$ cat src/pscf_pkg.sv
// Shared types, codes and constants of the point set force block.
`timescale 1ns / 1ps
package pscf_pkg;

  typedef logic [63:0] dword_t;

  localparam logic CMD_WRITE = 1'b0;
  localparam logic CMD_QUERY = 1'b1;

  localparam logic [1:0] CFG_POINT_COUNT     = 2'd0;
  localparam logic [1:0] CFG_OVERLAP_RADIUS  = 2'd1;
  localparam logic [1:0] CFG_GAIN            = 2'd2;
  localparam logic [1:0] CFG_CHARGE_NEGATIVE = 2'd3;

  localparam logic [30:0] RADIUS_RST = 31'd1966080;
  localparam logic [30:0] GAIN_RST   = 31'd786432;

  localparam dword_t TERM_CAP = 64'h0000_0100_0000_0000;

  // Handshake of an iterative arithmetic unit.
  typedef struct packed {
    logic go;
  } unit_req_t;

  typedef struct packed {
    logic done;
  } unit_rsp_t;

endpackage

$ cat src/pscf_mul.sv
// Registered 32 by 32 bit unsigned multiplier shared by the sequencer.
`timescale 1ns / 1ps
module pscf_mul
  import pscf_pkg::*;
(
  input  logic        clk,
  input  logic [31:0] mul_a,
  input  logic [31:0] mul_b,
  output dword_t      prod_r
);

  always_ff @(posedge clk) begin
    prod_r <= dword_t'(mul_a) * dword_t'(mul_b);
  end

endmodule

$ cat config.mk
export PLATFORM = sky130hd
export DESIGN_NAME = pscf_mul
export DESIGN_NICKNAME = d
export VERILOG_FILES = /design/src/pscf_pkg.sv /design/src/pscf_mul.sv
export SDC_FILE = /design/constraint.sdc
export NUM_CORES = 2
export LEC_CHECK = 0
export BUFFER_PORTS_ARGS = -buffer_cell sky130_fd_sc_hd__buf_2
export CAP_MARGIN = 20
export CORE_MARGIN = 2
export CORE_UTILIZATION = 40
export DETAILED_ROUTE_END_ITERATION = 7
export PLACE_DENSITY_LB_ADDON = 0.05
export SKIP_LAST_GASP = 1
export SLEW_MARGIN = 10
export SYNTH_ARGS = -nofsm -noshare
export SYNTH_HDL_FRONTEND = slang
export SYNTH_SLANG_ARGS = --single-unit
$ cat constraint.sdc
create_clock -name clk -period 9.95 [get_ports clk]
set_input_delay 0.995 -clock clk [delete_from_list [all_inputs] [get_ports clk]]
set_output_delay 0.995 -clock clk [all_outputs]
set_load 0.01 [all_outputs]
==> results.yml <==
grt:
  grt_usage_pct: 25.1
  grt-ovfl-total: 0
  antenna_found_initial: 4
  grt_pass1_wl_um: 169000
  grt_pass1_vias: 28300
  grt_max_degree: 33
synthesis:
  yosys.area_share.adder_pct: 61.2
  synth_top_area_share_pct: 51.7
  synth.avg_cell_area_um2: 9.25
  yosysUniqueCellTypes: 57
  yosys_warnings: 0
  synth_top_family_by_area: "adder cells"
  ys_seq_elements: 64
  synth_edf_count: 0
  syn_nets: 4972
  yosys.area_share.simple_pct: 17.6
  seq_area_frac_synth_pct: 3.69
  synth-main-ff-cell: "dfxtp_1"
  synth_compound_area_share_pct: 4.15
  synthCells: 3748
  synth_area_leaders: "fa_1, and2_1, ha_1, inv_1, nand2_1"
  synthMuxAreaShare_pct: 0.0289
  synth_top_cell_by_area: "fa_1"
  synthArstFlopShare_pct: 0
  synth_area_mm2: 0.0347
  synth_xor_area_share_pct: 1.52
detailed_routing:
  drc: 0
  ant_nets: 0
  vias_per_cell: 5.05
  vias: 24500
  post_drt_wl_per_cell_um: 22.2
  routed_wl_um: 108000
  first_pass_iters: 5
  drt_iter0_drc: 1190
clocking:
  ctsResizeCount: 0
  cts_tree: "built"
  cts_setup_buffers: 0
  numCtsBuffers: 9
  holdBufCountCts: 0
  clock_sinks: 64
  clkSlewWorstSetupHoldPaths_ns: 0.06
  h-tree-depth: 3
  clockBufferDepth: 2
  clock-root-buffer: "clkbuf_16"
min_path:
  hp-class: "input pin to flip-flop"
  min-delay-start: "mul_a[0]"
  whs_path_depth: 3
  hold_path_end: "prod_r[0]$_DFF_P_"
worst_setup_path:
  path_common_cell: "fa_1"
  critPathSlowestCell: "buf_2"
  critPathMaxFanout: 32
  cp.required_ns: 10.23
  critPathBufInv: 5
  cp-end-kind: "flip-flop"
  start_kind: "input pin"
  path_cells: "buf_2, and2_1, fa_1, fa_1, inv_1, fa_1, fa_1, inv_1, fa_1, fa_1, fa_1, inv_1, fa_1, inv_1, ha_1, nand4_1, or4_1, or3_1, a31oi_1, a31o_2, a211oi_1, o21ai_1, xor2_1"
  critPathTopFamily: "adder cells"
  critPathKind: "input pin to flip-flop"
  cpPeakStageDelay_ns: 0.65
  cp.depth: 23
  cp_data_arrival_time_ns: 9.14
sta:
  slew_headroom_pct: 37.3
  hold_viol: 0
  final.period_utilization_pct: 89.0
  tightest_slew_ns: 0.940
  fmax_mhz: 113
  finalSetupTns_ns: 0
  slew_viol_final: 0
  setup_viol: 0
  timing.final.crit_period_ns: 8.86
  rsz0062_at_grt: "false"
finish:
  final_common_cell: "fa_1"
  largest-register: "prod_r"
  syn_to_final_growth_pct: 4.92
  drive_above_1_share_pct: 5.01
  final_cell_mix: "fa_1, inv_1, and2_1"
  nets: 4915
  largestRegisters: "prod_r (64)"
  largest_register_ffs: 64
place:
  globalplace.congestion: 0.851
  place_hpwl_um: 86400
  place.port_buffers: 128
floorplan:
  dieWidth_um: 298
  die_y_um: 298
  io_pins: 129
  coreArea_mm2: 0.0855
  dieArea_mm2: 0.0891
  start_util_pct: 40.5
  rows: 107
outcome:
  status: "finished clean"
flow_run:
  cap_violations: 0
how the worst max path moves through the flow:
stage,from,endpoint,slack (ns)
after CTS,mul_a[25],prod_r[62]$_DFF_P_,1.18
after detailed placement,mul_a[25],prod_r[62]$_DFF_P_,0.81
after floorplan,mul_a[25],prod_r[62]$_DFF_P_,2.20
after global routing,mul_a[19],prod_r[62]$_DFF_P_,0.80
after global placement,mul_a[25],prod_r[62]$_DFF_P_,0.86
final,mul_b[9],prod_r[62]$_DFF_P_,1.09
logic make-up after synthesis:
group | count (synthesis)
buf+inv | 1085
compound gates | 202
xor+xnor | 60
fa+ha+maj | 1159
flops | 64
simple gates | 1177
mux | 1
cells in the mapped netlist, types with 12 or more instances:
cell      instances
and2_1          602
o21ai_0          21
clkbuf_1        213
nand2_1         480
inv_1           865
a21oi_1          63
a21o_1           40
xor2_1           25
ha_1            263
fa_1            896
nor2_1           20
and3_1           14
xnor2_1          35
nand4_1          23
a31oi_1          12
dfxtp_1          64
through the flow:
step | hold slack [ns] | cells | setup WS (ns) | instance area, µm² | utilization (%)
finish | 1.37 | 4842 | 1.09 | 36400 | 42.5
global route | 1.36 | 4840 | 0.801 | 36400 | 42.5
CTS | 1.34 | 4840 | 1.18 | 36400 | 42.5
detailed placement | 1.39 | 4824 | 0.812 | 36100 | 42.2
global placement | 1.39 | 4824 | 0.861 | 36100 | 42.2
floorplan | 1.12 | 3748 | 2.20 | 34700 | -
area by class of cell:
cell class	instances	area (µm²)
fill	8612	49200
multi-input combinational	2599	29300
clock inverter	6	43.8
clock buffer	10	239
inverter	865	3250
antenna	2	5.00
tap	1144	1430
timing repair buffer	152	821
sequential	64	1280
routing by layer:
layer / part of all wire (%) / GRT usage, %
met1: 40 / 30.9
met2: 53 / 46.3
met3: 3.0 / 2.01
met4: 3.5 / 7.78
met5: 0.015 / 0
Power is not shown: default switching activity piles up to over one toggle a cycle in this logic, so the estimate is an artifact.
