==> src/pscf_pkg.sv <==
// Shared types, codes and constants of the point set force block.
`timescale 1ns / 1ps
package pscf_pkg;

  typedef logic [63:0] dword_t;

  localparam logic CMD_WRITE = 1'b0;
  localparam logic CMD_QUERY = 1'b1;

  localparam logic [1:0] CFG_POINT_COUNT     = 2'd0;
  localparam logic [1:0] CFG_OVERLAP_RADIUS  = 2'd1;
  localparam logic [1:0] CFG_GAIN            = 2'd2;
  localparam logic [1:0] CFG_CHARGE_NEGATIVE = 2'd3;

  localparam logic [30:0] RADIUS_RST = 31'd1966080;
  localparam logic [30:0] GAIN_RST   = 31'd786432;

  localparam dword_t TERM_CAP = 64'h0000_0100_0000_0000;

  // Handshake of an iterative arithmetic unit.
  typedef struct packed {
    logic go;
  } unit_req_t;

  typedef struct packed {
    logic done;
  } unit_rsp_t;

endpackage

==> src/pscf_div.sv <==
// Restoring divider, 64 by 64 bits, one quotient bit per cycle.
`timescale 1ns / 1ps
module pscf_div
  import pscf_pkg::*;
(
  input  logic      clk,
  input  logic      rst_n,
  input  unit_req_t req,
  input  dword_t    num,
  input  dword_t    den,
  output unit_rsp_t rsp,
  output dword_t    quo_r
);

  logic        run_r;
  logic        done_r;
  logic [5:0]  cnt_r;
  dword_t      rem_r;
  dword_t      den_r;
  logic [64:0] trial;
  logic        fits;

  always_comb begin
    trial = {rem_r, quo_r[63]};
    fits  = trial >= {1'b0, den_r};
  end

  assign rsp.done = done_r;

  always_ff @(posedge clk) begin
    if (!rst_n) begin
      run_r  <= 1'b0;
      done_r <= 1'b0;
      cnt_r  <= '0;
    end else begin
      done_r <= 1'b0;
      if (req.go) begin
        run_r <= 1'b1;
        cnt_r <= '0;
        rem_r <= '0;
        quo_r <= num;
        den_r <= den;
      end else if (run_r) begin
        rem_r <= fits ? 64'(trial - {1'b0, den_r}) : trial[63:0];
        quo_r <= {quo_r[62:0], fits};
        cnt_r <= cnt_r + 6'd1;
        if (cnt_r == 6'd63) begin
          run_r  <= 1'b0;
          done_r <= 1'b1;
        end
      end
    end
  end

endmodule

==> config.mk <==
export PLATFORM = sky130hd
export DESIGN_NAME = pscf_div
export DESIGN_NICKNAME = d
export VERILOG_FILES = /design/src/pscf_pkg.sv /design/src/pscf_div.sv
export SDC_FILE = /design/constraint.sdc
export NUM_CORES = 1
export LEC_CHECK = 0
export BUFFER_PORTS_ARGS = -buffer_cell sky130_fd_sc_hd__buf_2
export CAP_MARGIN = 20
export CORE_ASPECT_RATIO = 1.1
export CORE_MARGIN = 1.5
export CORE_UTILIZATION = 30
export CTS_BUF_LIST = sky130_fd_sc_hd__clkbuf_16
export DETAILED_ROUTE_END_ITERATION = 8
export GPL_ROUTABILITY_DRIVEN = 0
export PLACE_DENSITY_LB_ADDON = 0.08
export SETUP_SLACK_MARGIN = 0.15
export SYNTH_ARGS = -nofsm -noshare
export SYNTH_HDL_FRONTEND = slang
export SYNTH_SLANG_ARGS = --single-unit
==> constraint.sdc <==
create_clock -name clk -period 4 [get_ports clk]
set_input_delay 0.4 -clock clk [delete_from_list [all_inputs] [get_ports clk]]
set_output_delay 0.4 -clock clk [all_outputs]
set_load 0.02 [all_outputs]
==> metrics.txt <==
status completed; Slew Viols, Final 0; final worst slack around 460 ps; initial antenna violation count 6; largest cells by area after synthesis edfxtp_1 47%, ha_1 6.6%, mux2_2 5.9%; Critical Path Sink Type flop; IO Pins 196; Worst EP arrival approximately 3800 ps; Yosys top cell by area edfxtp_1; Synth Cell Area between 10000 and 15000 µm²; CP Class reg -> reg; Overflow after GRT 0; synthesis-stage register bit count 200; H-tree level count 4; maximum vdd drop about 0.32 mV; Crit. Startpoint rem_r[47]; # resized after CTS 0; clk_skew 17.29 ps; Die Span Y approximately 210 µm; most common cell after layout, fill and taps aside buf_2; Clock Tree Buf Depth 2; most frequent cells in the layout 194 x buf_2, 192 x edfxtp_1, 150 x nand2_1; Final #Nets approximately 1.6k; root buf cell clkbuf_16; number of I/O port buffers between 150 and 200; largest net degree at the start of global routing between 100 and 150; Syn. warnings 0; Cells after Synth approximately 1.2k; post-cts hold buffer count 0; clock slew at reported path FFs roughly 80 ps; Primary FF master, synth edfxtp_1; clk sinks 200; Core Footprint 40270 µm²; All-Layer GR Usage 0.1735; Clk Latency, worst-skew pair ~470 ps; Tcrit/Tclk final 0.8857; DR vias/cell a little over 5; row count 77; global-route wire length before repair 56590 µm; Die ar. around 42000 µm²; fillers between 4k and 5k; Vias roughly 9.7k; CTS tree yes; Avg Inst Size Synth around 10 µm²; sequential area share after synthesis 0.4835; ys async rst share 0; HPWL Detailed 26470 µm; Total Wirelength about 36000 µm; Syn Nets between 1k and 1.5k; RSZ-0062 raised after global routing false; Die Wd between 150 and 200 µm; initial core utilization 0.3044; vias in the first global route roughly 10k; share of layout cells above drive strength 1 0.2404; crit start category flop; HP Class in -> reg; Pleak roughly 6 nW; worst endpoint required time roughly 4300 ps; Avg WL per Cell about 19 µm; setup bufs post-CTS 0; max frequency between 0.2 and 0.3 GHz; router iterations before antenna repair 4; antenna-violating nets left 0; worst slew pin tran about 980 ps; Pwr per Cell Area roughly 450 nW/µm²; area of the multi-input gates 5741 µm²; Tmin final between 3000 and 4000 ps; Cell variety after synth 74; DRC errors left 0; MaxCap Viol Count 0; sequential cell area around 5900 µm²; hold_sp den[31]; setup TNS 0 ps; final setup vio count 0; worst relative slew slack 0.3443; Final Hold Fails 0; Place WS 428.5 ps; Post-synth EDFFs approximately 190; detailed router's first-iteration violation count between 500 and 600; CP Max Fanout 27; area added between synthesis and finish 17.94%; Synth top area share 0.4704; RR Startpoint rem_r[47]; Num CTS Buffers 17
## worst paths after layout
kind	slack, ps	cells past startpoint	endpoint
setup / recovery	460	10	rem_r[7]
setup reg to reg	460	10	rem_r[7]
hold / removal	100	1	den_r[31]
hold reg to reg	500	2	cnt_r[5]
## logic make-up (layout without fill, tap and decap cells)
kind of cell,after synthesis,after routing,synth area share
buf+inv,143,327,0.04910
xor+xnor,52,52,0.03716
fa+ha+maj,66,66,0.06799
flops,200,200,0.4835
other cells,0,2,0
mux,66,66,0.06043
compound gates,326,326,0.1702
simple gates,344,344,0.1317
## layout make-up
type / count / area share
Sequential cell: 200 / 0.4099
Multi-Input combinational cell: 854 / 0.3971
Timing Repair Buffer: 216 / 0.08119
Tap cell: 513 / 0.04440
Clock buffer: 17 / 0.02943
Inverter: 79 / 0.02051
Clock inverter: 15 / 0.01705
Antenna cell: 2 / 0.0003462
## per-layer routing
metal | part of all wire | vias to the layer above | routed length [µm] | track usage
met2 | 0.46 | 261 | 16420 | 0.2798
li1 | - | 4757 | - | -
met3 | 0.061 | 48 | 2195 | 0.04959
met1 | 0.46 | 4648 | 16500 | 0.2207
met4 | 0.021 | 8 | 736 | 0.06385
met5 | 0.0012 | - | 43 | 0
## through the flow
step,area [µm²],util,hold WS (ps),instances,total power (W)
after CTS,14450,0.3588,65.62,1894,0.006627
after global placement,13780,0.3421,473.3,1862,0.004570
after global routing,14450,0.3588,75.63,1894,0.006904
after detailed placement,13780,0.3421,484.0,1862,0.004559
final,14460,0.3589,98.67,1896,0.006535
after floorplan,12260,-,445.7,1197,0.003994
## flip-flops by register name, summed over array words and instances, names as in the netlist
| register | flops |
|---|---|
| den_r | 64 |
| quo_r | 64 |
| rem_r | 64 |
| cnt_r | 6 |
| rsp | 1 |
| run_r | 1 |
## critical path, cell delays in order, from the launching register on
cell and delay (ps):
edfxtp_1 400, ha_1 510, nand4_1 290, nor4_1 550, nand2_1 100, o21ai_1 160, o21bai_1 160, and2_2 640
buf_4 310, nor2_1 50, a211oi_1 200
## power by group
| group | switching [W] | leakage (nW) | total (W) | internal [W] |
|---|---|---|---|---|
| sequential | 0.0000835 | 1.90 | 0.00260 | 0.00252 |
| clock | 0.000850 | 0.333 | 0.00203 | 0.00118 |
| combinational | 0.00118 | 3.61 | 0.00190 | 0.000726 |
## cell usage after synthesis (all sizes together), types with 28 or more instances
cell type / instances
edfxtp: 192
ha: 65
mux2: 64
buf: 44
o21ai: 57
a21o: 28
nand4: 32
nor2: 63
inv: 78
a21oi: 132
xor2: 28
nand2: 151
No activity file was read; power rests on OpenSTA's default activity.
