**src/pscf_pkg.sv**
```systemverilog
// Shared types, codes and constants of the point set force block.
`timescale 1ns / 1ps
package pscf_pkg;

  typedef logic [63:0] dword_t;

  localparam logic CMD_WRITE = 1'b0;
  localparam logic CMD_QUERY = 1'b1;

  localparam logic [1:0] CFG_POINT_COUNT     = 2'd0;
  localparam logic [1:0] CFG_OVERLAP_RADIUS  = 2'd1;
  localparam logic [1:0] CFG_GAIN            = 2'd2;
  localparam logic [1:0] CFG_CHARGE_NEGATIVE = 2'd3;

  localparam logic [30:0] RADIUS_RST = 31'd1966080;
  localparam logic [30:0] GAIN_RST   = 31'd786432;

  localparam dword_t TERM_CAP = 64'h0000_0100_0000_0000;

  // Handshake of an iterative arithmetic unit.
  typedef struct packed {
    logic go;
  } unit_req_t;

  typedef struct packed {
    logic done;
  } unit_rsp_t;

endpackage

```
**src/pscf_sqrt.sv**
```systemverilog
// Integer square root of a 64 bit value, one result bit per cycle.
`timescale 1ns / 1ps
module pscf_sqrt
  import pscf_pkg::*;
(
  input  logic        clk,
  input  logic        rst_n,
  input  unit_req_t   req,
  input  dword_t      rad,
  output unit_rsp_t   rsp,
  output logic [31:0] root
);

  logic   run_r;
  logic   done_r;
  logic [4:0] cnt_r;
  dword_t n_r;
  dword_t r_r;
  dword_t b_r;
  dword_t rb;

  assign rb       = r_r + b_r;
  assign rsp.done = done_r;
  assign root     = r_r[31:0];

  always_ff @(posedge clk) begin
    if (!rst_n) begin
      run_r  <= 1'b0;
      done_r <= 1'b0;
      cnt_r  <= '0;
    end else begin
      done_r <= 1'b0;
      if (req.go) begin
        run_r <= 1'b1;
        cnt_r <= '0;
        n_r   <= rad;
        r_r   <= '0;
        b_r   <= 64'h4000_0000_0000_0000;
      end else if (run_r) begin
        if (n_r >= rb) begin
          n_r <= n_r - rb;
          r_r <= (r_r >> 1) + b_r;
        end else begin
          r_r <= r_r >> 1;
        end
        b_r   <= b_r >> 2;
        cnt_r <= cnt_r + 5'd1;
        if (cnt_r == 5'd31) begin
          run_r  <= 1'b0;
          done_r <= 1'b1;
        end
      end
    end
  end

endmodule

```
**config.mk**
```make
export PLATFORM = sky130hd
export DESIGN_NAME = pscf_sqrt
export DESIGN_NICKNAME = d
export VERILOG_FILES = /design/src/pscf_pkg.sv /design/src/pscf_sqrt.sv
export SDC_FILE = /design/constraint.sdc
export NUM_CORES = 1
export LEC_CHECK = 0
export ABC_AREA = 1
export BUFFER_PORTS_ARGS = -buffer_cell sky130_fd_sc_hd__buf_2
export CAP_MARGIN = 20
export CORE_UTILIZATION = 55
export DETAILED_ROUTE_END_ITERATION = 8
export PLACE_DENSITY_LB_ADDON = 0.05
export SLEW_MARGIN = 20
export SYNTH_ARGS = -nofsm -noshare
export SYNTH_HDL_FRONTEND = slang
export SYNTH_SLANG_ARGS = --single-unit
```
**constraint.sdc**
```tcl
create_clock -name clk -period 19.9 [get_ports clk]
set_input_delay 3.98 -clock clk [delete_from_list [all_inputs] [get_ports clk]]
set_output_delay 3.98 -clock clk [all_outputs]
set_load 0.01 [all_outputs]
```
==> results of run 1 <==
==> power by group through the flow <==
| stage | Sequential [mW] | Combinational [mW] | Clock, mW |
|---|---|---|---|
| after floorplan | 0.484 | 0.709 | 0 |
| after global placement | 0.511 | 0.904 | 0 |
| after detailed placement | 0.510 | 0.925 | 0 |
| after CTS | 0.504 | 0.929 | 0.357 |
| after global routing | 0.510 | 1.06 | 0.368 |
| final | 0.507 | 0.952 | 0.355 |
==> layout make-up <==
class / count / area, um2 / share of cell area (%)
multi-input cells: 2701 / 13010 / 59.55
flip-flops and latches: 167 / 4945 / 22.64
inverters: 573 / 2151 / 9.849
well taps: 468 / 585.6 / 2.681
repair buffers: 104 / 535.5 / 2.452
clock buffers: 18 / 439.2 / 2.011
clock inverters: 14 / 177.7 / 0.8136
==> worst min path at each step <==
stage | to | slack [ps] | cells past startpoint
floorplan | cnt_r[4] | 440 | 2
global placement | cnt_r[4] | 450 | 2
detailed placement | cnt_r[4] | 470 | 2
CTS | cnt_r[4] | 480 | 2
global route | cnt_r[4] | 510 | 2
finish | cnt_r[4] | 480 | 2
==> logic make-up (layout without fill, tap and decap cells) <==
kind of cell	Yosys count	count (layout)	share of synthesized area, %
xor+xnor	103	103	4.390
fa+ha+maj	133	133	8.134
flops	167	167	24.06
buf+inv	648	709	12.71
simple gates	2146	2146	42.43
compound gates	319	319	8.281
==> sequential cells by signal, summed over array words and instances, names as in the netlist <==
name,flops
b_r,32
n_r,64
cnt_r,5
rsp,1
r_r,64
run_r,1
==> per-stage QoR <==
step | instances | hold WS, ps | power [mW]
after global routing | 4045 | 510.3 | 1.942
after floorplan | 3516 | 444.7 | 1.193
after CTS | 4045 | 475.5 | 1.790
after detailed placement | 4013 | 465.4 | 1.435
after global placement | 4013 | 452.9 | 1.414
final | 4045 | 475.9 | 1.813
==> cells in the mapped netlist (5+ instances only) <==
library cell | number | area [um2]
ha_1 | 132 | 1652
and2_1 | 10 | 62.56
nand2_1 | 1434 | 5383
clkbuf_1 | 25 | 93.84
xor2_1 | 45 | 394.1
nor3_1 | 42 | 210.2
o21ai_1 | 7 | 35.03
o21a_1 | 7 | 52.55
nand3b_1 | 29 | 217.7
inv_1 | 565 | 2121
buf_6 | 5 | 56.30
nor2_2 | 6 | 37.54
nand4_1 | 26 | 162.7
nand3_1 | 209 | 1046
o21ai_0 | 129 | 645.6
nor2_1 | 341 | 1280
or2_2 | 11 | 68.82
xnor2_1 | 58 | 508.0
inv_2 | 6 | 22.52
edfxtp_1 | 160 | 4805
buf_2 | 8 | 40.04
o21bai_1 | 18 | 135.1
nand2_2 | 20 | 125.1
buf_4 | 32 | 240.2
dfxtp_1 | 7 | 140.1
a21oi_1 | 144 | 720.7
nor4_1 | 10 | 62.56
==> routing by layer <==
metal	vias up	global-route usage [%]	part of all wire, %
met5	-	0	0
met4	0	20.88	6.0
met3	229	3.230	7.2
met2	1067	62.99	46
met1	9977	46.48	41
li1	11095	-	-
==> placed cells by master (no fill, tap or decap), drive strengths merged <==
| cell | count |
|---|---|
| a31oi | 3 |
| bufinv | 1 |
| nand2b | 3 |
| a21oi | 147 |
| a21o | 4 |
| o22ai | 1 |
| a21boi | 1 |
| nand3b | 29 |
| clkinvlp | 1 |
| and2 | 11 |
| and3 | 1 |
| nor3 | 44 |
| xor2 | 45 |
| inv | 579 |
| dfxtp | 7 |
| buf | 104 |
| o21ai | 136 |
| o211ai | 1 |
| a311oi | 1 |
| ha | 132 |
| o21a | 7 |
| nor4 | 10 |
| clkbuf | 18 |
| o21bai | 18 |
| clkinv | 6 |
| or2 | 11 |
| nand4 | 26 |
| nor2 | 348 |
| edfxtp | 160 |
| xnor2 | 58 |
| nand3 | 209 |
| fa | 1 |
| nand2 | 1454 |
==> worst register-to-register path, delay by kind of cell, from the launching register on <==
| kind | cells | cell delay (ps) |
|---|---|---|
| AOI/OAI and AO/OA | 5 | 1200 |
| xor gates and xnor gates | 1 | 150 |
| buffers and inverters | 2 | 760 |
| and+or+nand+nor | 10 | 1560 |
| adders and majority gates | 2 | 920 |
| DFF | 1 | 630 |
==> metrics.yaml, run 1 <==
crit_buf_inv: 4
final_area_um2: 21840
drt_first_pass_iters: 8
worstPathMaxFanout: 64
vias_per_cell: 5.530
period_minus_slack_ps: 6703
switching_power_mw: 0.8670
timing.fmax_mhz: 149.2
clk_latency_ps: 470
synth.distinct_cells: 44
final_core_util_pct: 59.51
place.gp.congestion: 1.118
cp-end-kind: "register"
hold_start: "cnt_r[4]"
drive_gt1_share_pct: 5.228
grt_remaining_overflow: 0
critPathLaunch: "req"
clkPwrFrac_pct: 19.6
grt_first_pass_wirelength_um: 109200
critPathArrivalTime_ps: 6790
setup_viol: 0
drv_cap: 0
detail-route-antenna-nets: 0
antenna_found_initial: 0
std_cell_rows: 70
grt_max_degree: 83
critical-path-top-delay-family: "buffers and inverters"
hold_viol: 0
die_height_um: 195.3
postCtsHoldBufs: 0
pwr-share-comb_pct: 52.5
rsz0062_at_grt: "false"
p_leak_nw: 11.45
ff2ff_path_depth: 20
async_reset_ff_share_pct: 0
seq_area_frac_synth_pct: 24.06
clockBufferDepth: 2
track_usage_pct: 37.14
r2r_end: "n_r[61]"
r2r_slack_ps: 14270
detailed_place_hpwl_um: 57700
fillers: 3691
clock-sinks: 167
place_area_um2: 21220
synth_warnings: 0
p_seq_share_pct: 28.0
start_kind: "input port"
fin_nets: 3764
area_delta_synth_final_pct: 6.271
clkTransAtPathRegs_ps: 80
regToRegStartpoint: "r_r[22]"
path_depth: 6
max-slew-margin-rel_pct: 30.21
core_um2: 36700
ir_drop_uv: 63.25
io_pins: 100
cp.required_ps: 19990
fin_crit_sh_pct: 33.68
max_stage_delay_ps: 680
syn_area_um2: 20550
synth-edff-count: 160
post_cts_buffers: 0
antenna-diode-count: 0
cp_cell_sequence: "buf_4 > inv_2 > a21oi_4 > o21ai_0 > inv_2 > buf_4"
syn-mean-instance-area_um2: 5.845
start_util_pct: 56.00
finalMaxSlewViolations: 0
cts-root-buf: "clkbuf_16"
outcome: "finished clean"
switching_share_pct: 47.81
intPower_mw: 0.9464
setup_tns_ps: 0
fp.dieW_um: 195.3
cts_tree: "yes"
drc: 0
postRouteWirelength_um: 70450
synth_flop_cell: "edfxtp_1"
syn-instance-count: 3516
htreeDepth: 4
fin_skew_ps: 12.06
drt_iter0_markers: 2257
via_count: 22368
grt_pass1_vias: 20934
worst_slack_ps: 13200
syn_nets: 3716
wl_per_cell_um: 17.42
ys_ff_latch: 167
pre_cts_ws_ps: 12710
power.density_nw_per_um2: 83.04
ctsResizeCount: 0
hold_class: "reg -> reg"
cts_made_buffers: 17
die-area_um2: 38140
portBuffers: 99
critPathKind: "in -> reg"
worst_pin_slew_ps: 1047
endpoint: "n_r[61]"
critPathSlowestCell: "buf_4"
(Power assumes the default switching activity.)
==> inputs of run 2 (changes only) <==
--- a/config.mk
+++ b/config.mk
@@ -5,7 +5,7 @@
 export SDC_FILE = /design/constraint.sdc
 export NUM_CORES = 1
 export LEC_CHECK = 0
-export ABC_AREA = 1
+export ABC_AREA = 0
 export BUFFER_PORTS_ARGS = -buffer_cell sky130_fd_sc_hd__buf_2
 export CAP_MARGIN = 20
 export CORE_UTILIZATION = 55
==> constraint.sdc (replaced) <==
create_clock -name clk -period 6.5 [get_ports clk]
set_input_delay 1.3 -clock clk [delete_from_list [all_inputs] [get_ports clk]]
set_output_delay 1.3 -clock clk [all_outputs]
set_load 0.01 [all_outputs]
==> metrics.yaml, run 2 <==
outcome: "finished clean"
cts_made_buffers: 17  # unchanged
cts_tree: "yes"
cp-end-kind: "register"
via_count: 13380  # -40%
drive_gt1_share_pct: 11.91  # +6.7 points
start_util_pct: 56.08  # +0.086 points
r2r_end: "r_r[39]"
drt_first_pass_iters: 5  # -3
setup_viol: 0  # unchanged
postCtsHoldBufs: 0  # unchanged
regToRegStartpoint: "r_r[0]"
start_kind: "register"
die-area_um2: 28230  # -26%
seq_area_frac_synth_pct: 32.62  # +8.6 points
min_path_cells: 2  # unchanged
fin_nets: 2001  # -47%
layout_commonest_cell: "nand2_1"
drt_iter0_markers: 1323  # -41%
multi_input_comb_area_um2: 9637  # -26%
syn_nets: 1954  # -47%
p_leak_nw: 6.421  # -44%
critPathKind: "reg -> reg"
detailed_place_hpwl_um: 31030  # -46%
worstPathMaxFanout: 76  # +19%
synth_top_area_cell: "edfxtp_1"
max_stage_delay_ps: 410  # -270 ps
fillers: 2451  # -34%
antenna_found_initial: 0  # unchanged
final_cell_mix: "228 x nand2_1, 165 x o21ai_0, 160 x edfxtp_1, 132 x ha_1, 128 x nor2_1"
r2r_slack_ps: 420  # -13850 ps
core_um2: 27030  # -26%
reg_top3: "n_r x64, r_r x64, b_r x32"
clock-sinks: 167  # unchanged
fp.dieW_um: 168.0  # -14%
max-slew-margin-rel_pct: 19.36  # -11 points
clockBufferDepth: 2  # unchanged
rsz0062_at_grt: "false"
finish.cell_count_without_fillers: 2155  # -47%
endpoint: "r_r[39]"
critPathArrivalTime_ps: 6250  # -540 ps
synth_flop_cell: "edfxtp_1"
area_delta_synth_final_pct: 8.973
place.gp.congestion: 0.9254  # -17%
period_minus_slack_ps: 6076
synthMostInstantiatedCell: "nand2_1"
synth_warnings: 0  # unchanged
seqCellArea_um2: 4945  # unchanged
place_inst: 2119  # -47%
drc: 0  # unchanged
netlist_top_cells_count: "228 x nand2_1, 166 x o21ai_0, 160 x edfxtp_1"
vias_per_cell: 6.209  # +12%
hold_class: "reg -> reg"
io_pins: 100  # unchanged
ff2ff_path_depth: 26  # +30%
grt_pass1_vias: 11938  # -43%
cts-root-buf: "clkbuf_16"
fin_crit_sh_pct: 93.48
critPathLaunch: "r_r[0]"
setup_tns_ps: 0  # unchanged
worst_pin_slew_ps: 1197  # +150.2 ps
syn_area_um2: 15160  # -26%
ys_ff_latch: 167  # unchanged
crit_buf_inv: 2  # -2
htreeDepth: 4  # unchanged
grt_remaining_overflow: 0  # unchanged
grt_first_pass_wirelength_um: 63600  # -42%
clk_latency_ps: 460  # about the same
detail-route-antenna-nets: 0  # unchanged
finalMaxSlewViolations: 0  # unchanged
path_common_cell: "a21oi_1"
power.density_nw_per_um2: 300.2  # +260%
clkTransAtPathRegs_ps: 70  # about the same
portBuffers: 99  # unchanged
critical-path-top-delay-family: "compound AO/OA/AOI/OAI gates"
std_cell_rows: 60  # -14%
hold_viol: 0  # unchanged
track_usage_pct: 28.68  # -8.5 points
fin_skew_ps: 20.26  # +8.198 ps
timing.fmax_mhz: 164.6
syn-instance-count: 1754  # -50%
critPathSlowestCell: "edfxtp_1"
antenna-diode-count: 0  # unchanged
synth.distinct_cells: 75  # +70%
finalPower_mw: 4.959  # +170%
path_depth: 26  # +20
whs_ps: 516.6  # +40.72 ps
die_height_um: 168.0  # -14%
grt_max_degree: 83  # unchanged
drv_cap: 0  # unchanged
async_reset_ff_share_pct: 0  # unchanged
wl_per_cell_um: 18.80  # +7.9%
cp.required_ps: 6680  # -13310 ps
synth-edff-count: 160  # unchanged
synthTopCellsByArea: "edfxtp_1 32%, ha_1 11%, nand2_1 5.6%, o21ai_0 5.5%, xor2_1 5.3%"
synth_top_area_share_pct: 31.70  # +5.5 points
syn-mean-instance-area_um2: 8.641  # +48%
ir_drop_uv: 179.8  # +180%
postRouteWirelength_um: 40510  # -42%
[run 2: cell types whose count changed after synthesis, sizes merged, moves of 25 or more]
| cell | delta |
|---|---|
| nand2 | -1226 |
| inv | -533 |
| nor2 | -219 |
| nand3 | -178 |
| a31oi | +63 |
| xor2 | +47 |
| a21o | +45 |
| nor2b | +44 |
| a211oi | +41 |
| o21ai | +38 |
| nor3 | -29 |
| nand3b | -28 |
| a21oi | -25 |
[run 2: layout make-up]
class	instances	area share, %
clock buffer	19	2.621
clock inverter	13	1.227
inverter	39	0.9014
multi-input combinational	1454	58.34
sequential	167	29.94
tap	341	2.583
timing repair buffer	122	4.386
[run 2: kinds of logic (layout without fill, tap and decap cells)]
family	Yosys count	in the layout	share of synthesized area [%]
buffers and inverters	133	193	4.226
multiplexers	6	6	0.4292
flip-flops	167	167	32.62
adder cells (fa/ha/maj)	133	133	11.03
AND/OR/NAND/NOR	565	565	17.34
AO/OA/AOI/OAI	580	580	24.53
XOR/XNOR	170	170	9.823
[run 2: per-layer routing]
metal	vias up	GRT usage, %	share of wire [%]
met4	0	8.057	2.0
met1	6306	46.14	51
met2	433	39.44	40
li1	6590	-	-
met3	51	3.526	6.5
met5	-	0	0
[run 2: worst reg2reg max path, delay by kind of cell, from the launching register on]
family          cells  cell delay, ps
fa+ha+maj           3             810
compound gates     17            3510
simple gates        2             290
xor+xnor            2             430
flops               1             410
buf+inv             2             380
[run 2: through the flow]
step / worst slack, ps / util, % / area, um2
2_1_floorplan: 146.4 / - / 15170
3_3_place_gp: 355.6 / 58.49 / 15810
3_5_place_dp: 179.8 / 58.49 / 15810
4_1_cts: 79.45 / 60.84 / 16440
5_1_grt: 4.451 / 61.12 / 16520
6_report: 423.9 / 61.12 / 16520
[run 2: worst min path at each step]
stage / startpoint / to / slack [ps]
2_1_floorplan: cnt_r[4] / cnt_r[4] / 470
3_3_place_gp: cnt_r[4] / cnt_r[4] / 480
3_5_place_dp: cnt_r[4] / cnt_r[4] / 490
4_1_cts: cnt_r[4] / cnt_r[4] / 510
5_1_grt: cnt_r[4] / cnt_r[4] / 530
6_report: cnt_r[4] / cnt_r[4] / 520
[run 2: repair_timing]
action | 4_1_cts | 5_1_grt
endpoints found under the setup margin | 0 | 134
setup buffers | 0 | 4
hold endpoints to repair | 0 | 0
gates resized for setup | 0 | 9
[run 2: power breakdown]
group | switching, mW | internal [mW] | total, mW
Combinational | 1.40 | 0.927 | 2.32
Sequential | 0.129 | 1.37 | 1.50
Clock | 0.479 | 0.657 | 1.14
Total | 2.00 | 2.95 | 4.96
